## src/design/assert_macros.svh

```systemverilog
// Assertion macros for the vertex weld design files.
// Requires clk and rst_n in the scope where a macro is used.
`ifndef ASSERT_MACROS_SVH
`define ASSERT_MACROS_SVH

// The consequence must hold in the same cycle as the condition.
`define VWH_ASSERT_NOW(label, cond, cons, msg) \
    label: assert property (@(posedge clk) disable iff (!rst_n) (cond) |-> (cons)) \
        else $error(msg);

// The consequence must hold in the cycle after the condition.
`define VWH_ASSERT_NEXT(label, cond, cons, msg) \
    label: assert property (@(posedge clk) disable iff (!rst_n) (cond) |=> (cons)) \
        else $error(msg);

`endif

```

## src/design/vwh_ram.sv

```systemverilog
`timescale 1ns / 1ps
// Generic single write port, single read port RAM with registered read data.
// No dependencies.
module vwh_ram #(
    parameter int WIDTH = 8,
    parameter int DEPTH = 16
) (
    input  logic                     clk,
    input  logic                     we,
    input  logic [$clog2(DEPTH)-1:0] waddr,
    input  logic [WIDTH-1:0]         wdata,
    input  logic                     re,
    input  logic [$clog2(DEPTH)-1:0] raddr,
    output logic [WIDTH-1:0]         rdata
);
    logic [WIDTH-1:0] mem [DEPTH];

    always_ff @(posedge clk)
    begin
        if (we)
        begin
            mem[waddr] <= wdata;
        end
        if (re)
        begin
            rdata <= mem[raddr];
        end
    end
endmodule

```

## config.mk

```make
export PLATFORM = sky130hd
export DESIGN_NAME = vwh_ram
export DESIGN_NICKNAME = d
export VERILOG_FILES = /design/src/design/assert_macros.svh /design/src/design/vwh_ram.sv
export SDC_FILE = /design/constraint.sdc
export NUM_CORES = 1
export LEC_CHECK = 0
export ABC_CLOCK_PERIOD_IN_PS = 3950
export BUFFER_PORTS_ARGS = -buffer_cell sky130_fd_sc_hd__buf_2
export CAP_MARGIN = 20
export CORE_MARGIN = 1
export CORE_UTILIZATION = 30
export DETAILED_ROUTE_END_ITERATION = 8
export GPL_TIMING_DRIVEN = 0
export HOLD_SLACK_MARGIN = 0.08
export PLACE_DENSITY = 0.46
export SLEW_MARGIN = 20
export SYNTH_ARGS = -nofsm -noshare
export SYNTH_HDL_FRONTEND = slang
export SYNTH_SLANG_ARGS = --single-unit
export TNS_END_PERCENT = 100
```

## constraint.sdc

```tcl
create_clock -name clk -period 3.95 [get_ports clk]
set_input_delay 0.1975 -clock clk [delete_from_list [all_inputs] [get_ports clk]]
set_output_delay 0.1975 -clock clk [all_outputs]
set_load 0.05 [all_outputs]
```

## Yosys cells after proc, flatten, opt, wreduce, memory -nomap -nowiden

Memory sizes are Yosys's and may differ from the RTL's. A register that Yosys moved wholly into a read port is not among the register bits.
Cells that the tools add are included.

- Flip-flop bits (word level): 0
- Bits in writable memories: 128
- Input bits: 19
- Logic and storage cells: 3
- Memories: 1

Memories:

| name | depth | bits a word | read ports | clocked after Yosys merged registers in | wr ports | RTL line | source |
|---|---|---|---|---|---|---|---|
| mem | 16 | 8 | 1 | 1 | 1 | vwh_ram.sv:16 | `logic [WIDTH-1:0] mem [DEPTH];` |

- Mux-type cells: 2

Operator list:

| kind | count |
|---|---|
| two-way mux 1 bit | 2 |

## Logic depth before layout (Yosys ltp)

- Depth in word-level cells: 2
- Gate-level depth with buffers: 5
- Gate-level depth less buffers: 3

## Least setup slack after synthesis

No wires, ideal clock.

- Path kind: input port to flip-flop
- Start point: in waddr[2]
- End point: mem mem[0][0] (enable)
- Data arrival time: 1307 ps
- Slack: 2260 ps
- Cell stages on the path: 2
- Cell sequence: or3b_2 -> nor3_1

RTL lines:

| element | RTL line | source |
|---|---|---|
| start, declared | vwh_ram.sv:10 | `input logic [$clog2(DEPTH)-1:0] waddr,` |
| end, declared | vwh_ram.sv:16 |  |

No word-level cell before the write port.

==> out/results.ini <==
[run_status]
status=finished, final reports clean

[yosys]
synth_warnings=0
syn-mean-instance-area_um2=22.8
synth-compound-area-share_pct=2.30
async_flop_share_pct=0
yosys.area.top_type=edfxtp_1
yosysTopAreaCellShare_pct=78.1
synth_top_flop_cell=edfxtp_1
ys_top_cells_by_area=edfxtp_1 78%, mux4_2 7.8%, mux4_1 7.0%, a22oi_1 2.3%, nor2_1 0.93%
synth_top_family_by_area=multiplexers
synth_cells=229
synth-adder-area-share_pct=0
yosys.area_share.simple_pct=3.14
synthXorXnorAreaFrac_pct=0
syn-cell-area_um2=5230
yosysUniqueCellTypes=18
synth_fp_nets=248
ys_seq_elements=136
synth-seq-area-share_pct=78.1
synthMuxAreaShare_pct=14.8
synth-edff-count=136

[timing]
finClkSkew_ns=0.00690
final_max_slew_viol_count=0
finalSetupTns_ns=0
worst_slew_pin_slew_ns=0.880
max_clock_freq_mhz=604
post-route-min-period_ns=1.66
hold_violations=0
period_share_pct=41.9
grt_setup_unrepaired=no
slew_headroom_pct=41.1
fin_ws_ns=2.29
setup_viol=0

[cts]
cts_made_buffers=17
cts_num_sinks=136
h-tree-depth=4
hold_buffers=0
clk_path_buf_depth=2
post_cts_resized=0
cts_tree=yes
cts_setup_buffers=0
cts_root_buffer=clkbuf_16
clk_pin_slew_ns=0.06
worstSkewPairLatency_ns=0.42

[critical_path]
cp_data_required_time_ns=4.09
path_class=flop to flop
critical_path.max_stage_delay_ns=0.57
crit_fanout=1
startpoint_type=flop
crit_arrival_ns=1.80
cp_cell_sequence=mux4_1 -> a22oi_1 -> nand2_1
crit_path_end_kind=flop
crit_path_top_delay_cell=mux4_1

[routing]
first_pass_iters=4
num_vias=2335
avgRoutedWirePerCell_um=20.9
drtAntennaViolNets=0
via_per_inst=4.61
wl_mm=10.6
wl_met3_um=548
route.detailed.drc=0
top_layer_used=met4
drt_iter0_drc=153
wl_met1_mm=4.88
met2_length_mm=4.97

[floorplan]
fp.coreArea_um2=16800
dieHeight_um=134
start_util_pct=31.1
die_x_um=134
die_area_um2=18000
rows=47
ioPinCount=27

[global_route]
grt_start_max_net_pins=17
grt_use_total_pct=13.0
grt_pass1_wl_mm=15.8
grt_pass1_vias=2479
gr-total-overflow=0
antenna_found_initial=0

[placed_design]
io_buffers=25
place_congestion=0.667
dp.cells=474
dp_hpwl_mm=6.85
dpl_worst_slack_ns=1.98

[power_and_ir_drop]
irDropWorstVdd_uv=314
report.power.total_mw=3.36
power_per_cell_area_nw_per_um2=539
p_leak_nw=2.04

[final_layout]
syn_to_final_growth_pct=19.2
drive_above_1_share_pct=30.4
final_cells=506
n_antenna_cell=0
fin_nets=292

[min_path]
hp-class=input pin to flop

[run]
max_cap_violations=0

-- worst paths after layout --
check | startpoint | to | slack [ns] | cells after the start
max | mem[5][0]$_DFFE_PP_ | rdata[0]$_DFFE_PP_ | 2.29 | 3
min | re | rdata[5]$_DFFE_PP_ | 0.12 | 1
max reg2reg | mem[5][0]$_DFFE_PP_ | rdata[0]$_DFFE_PP_ | 2.29 | 3
min reg2reg | mem[11][1]$_DFFE_PP_ | rdata[1]$_DFFE_PP_ | 0.78 | 3
-- flip-flops by register name, indices dropped and copies added (netlist names) --
signal / count
mem: 128
rdata: 8
-- cells in the mapped netlist (all sizes together), types with 2 or more instances --
cell	number
nand2b	2
buf	7
clkdlybuf4s25	3
mux4	32
nand2	9
a22oi	16
nor3	4
nor2	13
edfxtp	136
nand3b	2
-- routing by layer --
metal / vias up / GRT usage, %
met5: - / 0
met4: 0 / 5.49
met3: 14 / 3.70
met2: 55 / 19.8
met1: 1196 / 17.4
li1: 1070 / -
-- layout make-up --
type | instances | area [µm²]
clock buffer | 17 | 425
fill | 1586 | 10600
tap | 220 | 275
timing repair buffer | 25 | 125
clock inverter | 15 | 160
multi-input combinational | 83 | 1080
buffer | 10 | 86.3
sequential | 136 | 4080
-- placed cells by master (no fill, tap or decap) --
master           count
a22oi_1             16
mux4_1              14
buf_4                1
buf_6                3
edfxtp_1           136
clkinv_4             1
clkinvlp_4           4
nor2b_1              1
bufinv_16            3
nand2b_1             2
clkinv_1             3
clkinv_2             4
and2b_1              1
nor3_2               4
nand3_1              1
clkbuf_16           17
or3b_2               1
and2_1               1
nand3b_1             2
mux4_2              18
buf_2               28
nand2_1              9
nor2_1              13
clkdlybuf4s25_2      3
-- report_power, final --
group          leakage, nW  switching, mW  internal, mW
combinational        0.523          0.117        0.0629
sequential            1.24        0.00616          1.63
clock                0.277          0.566         0.979
-- critical path, delay by kind of cell, from the launching register on --
family / cells / cell delay (ns)
mux: 1 / 0.57
flops: 1 / 0.35
simple gates: 1 / 0.13
compound gates: 1 / 0.32
-- through the flow --
stage / area, µm² / hold WS (ns) / utilization, %
6_report: 6230 / 0.116 / 37.1
5_1_grt: 6230 / 0.124 / 37.1
4_1_cts: 6230 / 0.103 / 37.1
3_5_place_dp: 5650 / 0.540 / 33.6
3_3_place_gp: 5630 / 0.539 / 33.5
2_1_floorplan: 5230 / 0.296 / -
-- logic make-up after synthesis --
logic type             Yosys count
buffers and inverters           10
muxes                           32
and+or+nand+nor                 35
DFF                            136
AOI/OAI and AO/OA               16
Power figures use the tool's default switching activity.
