--- src/design/assert_macros.svh ---
// Assertion macros for the vertex weld design files.
// Requires clk and rst_n in the scope where a macro is used.
`ifndef ASSERT_MACROS_SVH
`define ASSERT_MACROS_SVH

// The consequence must hold in the same cycle as the condition.
`define VWH_ASSERT_NOW(label, cond, cons, msg) \
    label: assert property (@(posedge clk) disable iff (!rst_n) (cond) |-> (cons)) \
        else $error(msg);

// The consequence must hold in the cycle after the condition.
`define VWH_ASSERT_NEXT(label, cond, cons, msg) \
    label: assert property (@(posedge clk) disable iff (!rst_n) (cond) |=> (cons)) \
        else $error(msg);

`endif

--- src/design/vwh_pkg.sv ---
`timescale 1ns / 1ps
// Package for the vertex weld block: sizes, register codes and storage words.
// No dependencies; used by the interfaces and by every module except vwh_ram.
package vwh_pkg;

    localparam int MAX_VERTICES = 4096;
    localparam int BUCKET_SLOTS = 1024;
    localparam int IDX_W        = $clog2(MAX_VERTICES);
    localparam int NEXT_W       = IDX_W + 1;
    localparam int BKT_W        = $clog2(BUCKET_SLOTS);
    localparam int BCNT_W       = 11;
    localparam int SCALE_W      = 16;
    localparam int TOL_W        = 16;
    localparam int COORD_W      = 32;
    localparam int OUT_IDX_W    = 12;
    localparam int SUM_W        = 35;
    localparam int PROD_W       = SUM_W + SCALE_W;
    localparam int ROUND_SHIFT  = 16;
    localparam int REM_W        = BKT_W + 1;
    localparam int DIV_BITS     = 5;
    localparam int DIV_STEPS    = (SUM_W + DIV_BITS - 1) / DIV_BITS;
    localparam int DIV_PAD_W    = DIV_STEPS * DIV_BITS;
    localparam int DIV_CNT_W    = $clog2(DIV_STEPS);

    localparam int CFG_ADDR_W = 2;
    localparam int CFG_DATA_W = 16;

    typedef enum logic [CFG_ADDR_W-1:0] {
        REG_BUCKET_COUNT   = 2'd0,
        REG_HASH_SCALE     = 2'd1,
        REG_MATCH_TOL      = 2'd2,
        REG_IGNORE_NORMALS = 2'd3
    } cfg_reg_t;

    localparam logic [BCNT_W-1:0]  BUCKET_COUNT_RST = BCNT_W'(1024);
    localparam logic [SCALE_W-1:0] HASH_SCALE_RST   = SCALE_W'(1024);
    localparam logic [TOL_W-1:0]   MATCH_TOL_RST    = TOL_W'(1);
    localparam logic               IGNORE_NORM_RST  = 1'b1;

    typedef struct packed {
        logic signed [COORD_W-1:0] pos_x;
        logic signed [COORD_W-1:0] pos_y;
        logic signed [COORD_W-1:0] pos_z;
        logic signed [COORD_W-1:0] norm_x;
        logic signed [COORD_W-1:0] norm_y;
        logic signed [COORD_W-1:0] norm_z;
        logic [NEXT_W-1:0]         next;
        logic [BKT_W-1:0]          bucket;
    } entry_t;

    typedef struct packed {
        logic             used;
        logic [IDX_W-1:0] head;
    } bucket_word_t;

    localparam int ENTRY_W  = $bits(entry_t);
    localparam int BWORD_W  = $bits(bucket_word_t);

endpackage

--- src/design/vwh_mod.sv ---
`timescale 1ns / 1ps
// Iterative remainder unit: a shift-subtract loop retiring DIV_BITS bits a cycle.
// Depends on vwh_pkg.
module vwh_mod (
    input  logic                     clk,
    input  logic                     rst_n,
    input  logic                     start,
    input  logic [vwh_pkg::SUM_W-1:0] dividend,
    input  logic [vwh_pkg::REM_W-1:0] divisor,
    output logic                     done,
    output logic [vwh_pkg::REM_W-1:0] remainder
);
    import vwh_pkg::*;

    logic [DIV_PAD_W-1:0] dvd_reg, dvd_next;
    logic [REM_W-1:0]     rem_reg, rem_next;
    logic [REM_W-1:0]     div_reg;
    logic [DIV_CNT_W-1:0] cnt_reg;
    logic                 busy_reg;
    logic                 done_reg;

    // The partial remainder stays below the divisor, so one more bit fits in REM_W+1.
    always_comb
    begin
        logic [REM_W:0] trial;
        rem_next = rem_reg;
        dvd_next = dvd_reg;
        for (int k = 0; k < DIV_BITS; k++)
        begin
            trial = {rem_next, dvd_next[DIV_PAD_W-1]};
            dvd_next = {dvd_next[DIV_PAD_W-2:0], 1'b0};
            if (trial >= {1'b0, div_reg})
            begin
                trial = trial - {1'b0, div_reg};
            end
            rem_next = trial[REM_W-1:0];
        end
    end

    always_ff @(posedge clk or negedge rst_n)
    begin
        if (!rst_n)
        begin
            busy_reg <= 1'b0;
            done_reg <= 1'b0;
            cnt_reg  <= '0;
        end
        else
        begin
            done_reg <= 1'b0;
            if (start)
            begin
                busy_reg <= 1'b1;
                cnt_reg  <= '0;
            end
            else if (busy_reg)
            begin
                cnt_reg <= cnt_reg + 1'b1;
                if (cnt_reg == DIV_CNT_W'(DIV_STEPS - 1))
                begin
                    busy_reg <= 1'b0;
                    done_reg <= 1'b1;
                end
            end
        end
    end

    always_ff @(posedge clk)
    begin
        if (start)
        begin
            dvd_reg <= DIV_PAD_W'(dividend);
            rem_reg <= '0;
            div_reg <= divisor;
        end
        else if (busy_reg)
        begin
            dvd_reg <= dvd_next;
            rem_reg <= rem_next;
        end
    end

    assign done      = done_reg;
    assign remainder = rem_reg;
endmodule

--- config.mk ---
export PLATFORM = sky130hd
export DESIGN_NAME = vwh_mod
export DESIGN_NICKNAME = d
export VERILOG_FILES = /design/src/design/assert_macros.svh /design/src/design/vwh_pkg.sv /design/src/design/vwh_mod.sv
export SDC_FILE = /design/constraint.sdc
export NUM_CORES = 1
export LEC_CHECK = 0
export BUFFER_PORTS_ARGS = -buffer_cell sky130_fd_sc_hd__buf_4
export CORE_ASPECT_RATIO = 0.75
export CORE_UTILIZATION = 55
export DETAILED_ROUTE_END_ITERATION = 8
export PLACE_DENSITY_LB_ADDON = 0.08
export SLEW_MARGIN = 30
export SYNTH_ARGS = -nofsm -noshare
export SYNTH_HDL_FRONTEND = slang
export SYNTH_SLANG_ARGS = --single-unit
export TNS_END_PERCENT = 50
--- constraint.sdc ---
create_clock -name clk -period 11.5 [get_ports clk]
set_input_delay 1.15 -clock clk [delete_from_list [all_inputs] [get_ports clk]]
set_output_delay 1.15 -clock clk [all_outputs]
set_load 0.005 [all_outputs]
# [Word level (Yosys, flattened, before mapping)]
# Cells that the tools add are included.
[classes] add_sub_neg=6 n_lt_le_gt_ge=5 eq_ne=1 muxes=15 reduce_logical=1
[ops] op="$mux W35" count=2
[ops] op="$ge A12 B11 Y1" count=5
[ops] op="$mux W11" count=5
[ops] op="$sub A11 B11 Y11" count=5
[ops] op="$mux W1" count=6
[ops] op="$mux W3" count=2
[ops] op="$add A3 B1 Y3 const B" count=1
[ops] op="$eq A3 B3 Y1 const B" count=1
[ops] op="$reduce_bool A2 Y1" count=1
[totals] ff_bits=62 in_bits=49 output_inout_bits=12 elab_cells=34

# [Longest topological paths before layout]
[logic_depth] ltp_word=10 mapped_depth=52 ltp_nobuf=47

# [Least setup slack after synthesis]
# No wires, ideal clock.
[synth_timing] path_kind="reg-to-reg" from="reg div_reg[0]" to="reg rem_reg[0], in the netlist remainder[0]" setup_ns=0.079 arrival_time_ns=11.820 t_required_ns=11.421 slack_ns=-0.400 stages_incl_launch_ff=52 path_buffers=6 period_less_slack_ns=11.900 cell_sequence="edfxtp_1 ha_1 fa_1 nand2b_1 a211oi_2 o41a_2 nor2_1 buf_2 nand2_1 o21ai_0 fa_1 a21oi_1 a2bb2oi_1 a21o_1 a31oi_1 nor4_4 clkbuf_1 mux2i_1 (+16 left out) a21oi_1 a2111oi_2 clkbuf_1 nand2_1 and3_1 or2_2 ha_1 nor2b_1 o21ai_0 a21boi_0 o21ai_0 a211oi_1 o31a_1 nor4_1 a31o_1 buf_4 mux2_4 a211oi_2"
[synth_between] elab_chain_cells=10 elab_cells_between_ends=15 cone_classes="5 x add/sub; 5 x order compare; 5 x mux"
[synth_lines] element="from (decl)" line_no="vwh_mod.sv:17" text="logic [REM_W-1:0] div_reg;"
[synth_lines] element="from (signal assigned)" line_no="vwh_mod.sv:74" text="div_reg <= divisor;"
[synth_lines] element="$sub A11 B11 Y11 or $ge A12 B11 Y1 (tied branches)" line_no="vwh_mod.sv:34, vwh_mod.sv:32"
[synth_lines] element="$mux W11" line_no="vwh_mod.sv:32" text="if (trial >= {1'b0, div_reg})"
[synth_lines] element="$sub A11 B11 Y11 or $ge A12 B11 Y1 (tied branches)" line_no="vwh_mod.sv:34, vwh_mod.sv:32"
[synth_lines] element="$mux W11" line_no="vwh_mod.sv:32"
[synth_lines] element="$sub A11 B11 Y11 or $ge A12 B11 Y1 (tied branches)" line_no="vwh_mod.sv:34, vwh_mod.sv:32"
[synth_lines] element="$mux W11" line_no="vwh_mod.sv:32"
[synth_lines] element="$sub A11 B11 Y11 or $ge A12 B11 Y1 (tied branches)" line_no="vwh_mod.sv:34, vwh_mod.sv:32"
[synth_lines] element="$mux W11" line_no="vwh_mod.sv:32"
[synth_lines] element="$ge A12 B11 Y1" line_no="vwh_mod.sv:32"
[synth_lines] element="$mux W11 (*)" line_no="vwh_mod.sv:32"
[synth_lines] element="to (signal assigned)" line_no="vwh_mod.sv:79" text="rem_reg <= rem_next;"
[synth_lines] element="to (decl)" line_no="vwh_mod.sv:16" text="logic [REM_W-1:0] rem_reg, rem_next;"
# Every way passes the cells marked *; elsewhere a longest branch is shown, timed or not.
# A chain may end at the register's enable or synchronous reset.

# [Final worst setup path]
[layout_timing] from="reg dvd_reg[34]" to="reg rem_reg[0], in the netlist remainder[0]"
[layout_between] elab_chain_cells=10 elab_cells_between_ends=14 cone_classes="4 x add/sub; 5 x order compare; 5 x mux"
[layout_lines] element="from (decl)" line_no="vwh_mod.sv:15" text="logic [DIV_PAD_W-1:0] dvd_reg, dvd_next;"
[layout_lines] element="from (signal assigned)" line_no="vwh_mod.sv:72" text="dvd_reg <= DIV_PAD_W'(dividend);"
[layout_lines] element="from (signal assigned)" line_no="vwh_mod.sv:78" text="dvd_reg <= dvd_next;"
[layout_lines] element="$sub A11 B11 Y11 or $ge A12 B11 Y1 (tied branches)" line_no="vwh_mod.sv:34, vwh_mod.sv:32"
[layout_lines] element="$mux W11 (*)" line_no="vwh_mod.sv:32"
[layout_lines] element="$sub A11 B11 Y11 or $ge A12 B11 Y1 (tied branches)" line_no="vwh_mod.sv:34, vwh_mod.sv:32"
[layout_lines] element="$mux W11 (*)" line_no="vwh_mod.sv:32"
[layout_lines] element="$sub A11 B11 Y11 or $ge A12 B11 Y1 (tied branches)" line_no="vwh_mod.sv:34, vwh_mod.sv:32"
[layout_lines] element="$mux W11 (*)" line_no="vwh_mod.sv:32"
[layout_lines] element="$sub A11 B11 Y11 or $ge A12 B11 Y1 (tied branches)" line_no="vwh_mod.sv:34, vwh_mod.sv:32"
[layout_lines] element="$mux W11 (*)" line_no="vwh_mod.sv:32"
[layout_lines] element="$ge A12 B11 Y1 (*)" line_no="vwh_mod.sv:32"
[layout_lines] element="$mux W11 (*)" line_no="vwh_mod.sv:32"
# Marks and branches as above.

==> out/results.ini <==
[grt]
antenna_found_initial=0
grt_max_degree=66
grt.total_usage_pct=32.87
grt_remaining_overflow=0
grt_pass1_vias=5117
grt_first_pass_wirelength_um=27260

[final_layout]
largest_reg_flops=35
diodes=0
nets=827
drive_above_1_share_pct=28.71
area_delta_synth_final_pct=23.78
layout_commonest_cell=buf_4
fill_cells=758
final_cell_mix=112 x buf_4, 57 x ha_1, 52 x nand2_1
design_area_um2=7144

[worst_setup_path]
worstSetupEndpointType=register
critical_path_class=reg -> reg
crit_path_start_kind=register
arrival_ns=11.28
critPathTopFamily=compound AO/OA/AOI/OAI gates
cpPeakStageDelay_ns=0.48
critical_path_required_ns=11.74
critical_path.most_common_cell=ha_1
cp_max_fo=11
path_buf_inv=2
slowest_stage=o41a_4

[timing]
setup_viol=0
period_share_pct=95.95
timing.final.hold_violations=0
relSlewSlack_pct=43.64
worst_slew_pin_slew_ns=0.8454
fmax_ghz=0.09062
post-route-min-period_ns=11.03
slew_viol_final=0
skew_ns=0.005755

[logic_synthesis]
syn_area_um2=5772
synth-async-reset-ratio_pct=8.065
synth_seq_area_share_pct=29.92
yosysUniqueCellTypes=70
syn_inst=609
yosys.area.top_type=edfxtp_1
yosys_register_bits=62
syn_area_per_cell_um2=9.477
ys.flop_type=edfxtp_1
yosysWarningCount=0
synth.area.top_cells=edfxtp_1 24%, ha_1 12%, mux2_2 8.0%
synth_top_area_share_pct=23.93
synth_edf_count=46
synth_fp_nets=720

[floorplan]
die_w_um=120.3
die_h_um=90.72
dieArea_um2=10910
core.rowCount=31
ioPinCount=61
start_util_pct=58.13
core-area_um2=9930

[status]
outcome=completed

[cts]
clk_latency_ns=0.33
clkSlewWorstSetupHoldPaths_ns=0.05
cts_buffers=9
htreeDepth=3
cts_tree=done
clk_path_buf_depth=2
cts-hold-fix-buffers=0
cts.sinks=62
root_buffer=clkbuf_16

[place]
gp_congestion=1.046
dp.final_hpwl_um=13730
placement.cell_area_um2=6665
io_buffers=60

[detailed_routing]
finalWirelength_um=17410
vias=5334
drc=0
ant_nets=0
first_pass_iters=8
wl_per_cell_um=20.41
drt_iter0_markers=555
avgViaCountPerCell=6.253

[worst_hold_path]
min_path_type=reg -> reg

[run]
cap_violations=0

[through the flow]
stage | setup TNS [ns] | hold slack (ns) | utilization, % | std cells | setup WS (ns)
finish | 0 | 0.5488 | 71.95 | 853 | 0.4654
global route | -0.02043 | 0.5630 | 71.95 | 853 | -0.02043
CTS | 0 | 0.5483 | 70.33 | 842 | 0.02941
detailed placement | -0.4661 | 0.5344 | 67.12 | 826 | -0.1489
global placement | 0 | 0.5256 | 67.12 | 826 | 0.2639
floorplan | 0 | 0.5009 | - | 609 | 0.04590
[per-layer routing]
metal  vias up  track usage, %  part of all wire [%]
met5         -               0                     0
met4         0           10.60                   2.6
met3        42           9.217                    11
met2       288           46.17                    41
met1      2509           47.97                    46
li1       2495               -                     -
[cells by family (layout without fill, tap and decap cells)]
group	after synthesis	after routing	share of synthesized area, %
XOR/XNOR	35	35	5.311
AND/OR/NAND/NOR	179	179	15.82
multiplexers	59	59	11.29
buffers and inverters	56	168	3.750
adder cells (fa/ha/maj)	62	62	14.09
flip-flops	62	62	29.92
AO/OA/AOI/OAI	156	156	19.81
[timing repair]
| action | 4_1_cts | 5_1_grt |
|---|---|---|
| resized for setup | 1 | 16 |
| setup endpoints to repair | 9 | 11 |
| endpoints found under the hold margin | 0 | 0 |
| setup buffers | 0 | 11 |
| pin swaps | 0 | 5 |
| gates cloned | 0 | 0 |
[final timing paths]
check	from	end	slack, ns	cells after the start
max	dvd_reg[34]	remainder[0]	0.47	45
min	cnt_reg[2]	cnt_reg[2]	0.55	2
max reg2reg	dvd_reg[34]	remainder[0]	0.47	45
min reg2reg	cnt_reg[2]	cnt_reg[2]	0.55	2
max in group asynchronous	rst_n	cnt_reg[2]	10.78	1
min in group asynchronous	rst_n	cnt_reg[0]	0.61	1
[Yosys cell counts, drive strengths merged (5+ instances only)]
| cell | number |
|---|---|
| fa | 5 |
| and3 | 6 |
| nor3 | 13 |
| a31oi | 6 |
| nor4 | 5 |
| buf | 7 |
| o21ai | 27 |
| nand2b | 9 |
| a21oi | 29 |
| and2 | 7 |
| dfxtp | 11 |
| xnor2 | 23 |
| o21a | 10 |
| ha | 57 |
| nand3 | 11 |
| clkbuf | 9 |
| mux2i | 16 |
| xor2 | 12 |
| nor2 | 39 |
| a211oi | 13 |
| o31ai | 7 |
| inv | 40 |
| a21o | 15 |
| nor2b | 13 |
| dfrtp | 5 |
| mux2 | 43 |
| or3 | 5 |
| nand2 | 52 |
| a31o | 5 |
| edfxtp | 46 |
[worst reg2reg max path, delay by kind of cell, from the launching register on]
family / cells / cell delay (ns)
buffers and inverters: 2 / 0.27
adders and majority gates: 6 / 1.75
and+or+nand+nor: 11 / 2.31
DFF: 1 / 0.40
muxes: 3 / 1.14
AOI/OAI and AO/OA: 23 / 5.06
[area by class of cell]
cell class | count | area, µm² | share of cell area [%]
clock buffers | 10 | 229.0 | 3.205
clock inverters | 6 | 86.33 | 1.208
repair buffers | 112 | 840.8 | 11.77
well taps | 132 | 165.2 | 2.312
flip-flops and latches | 62 | 1727 | 24.17
multi-input cells | 491 | 3946 | 55.24
inverters | 40 | 150.1 | 2.102
Power is left out: the tool's default activity adds up to more than one toggle a clock period on the data nets, which glitch-free logic cannot reach.
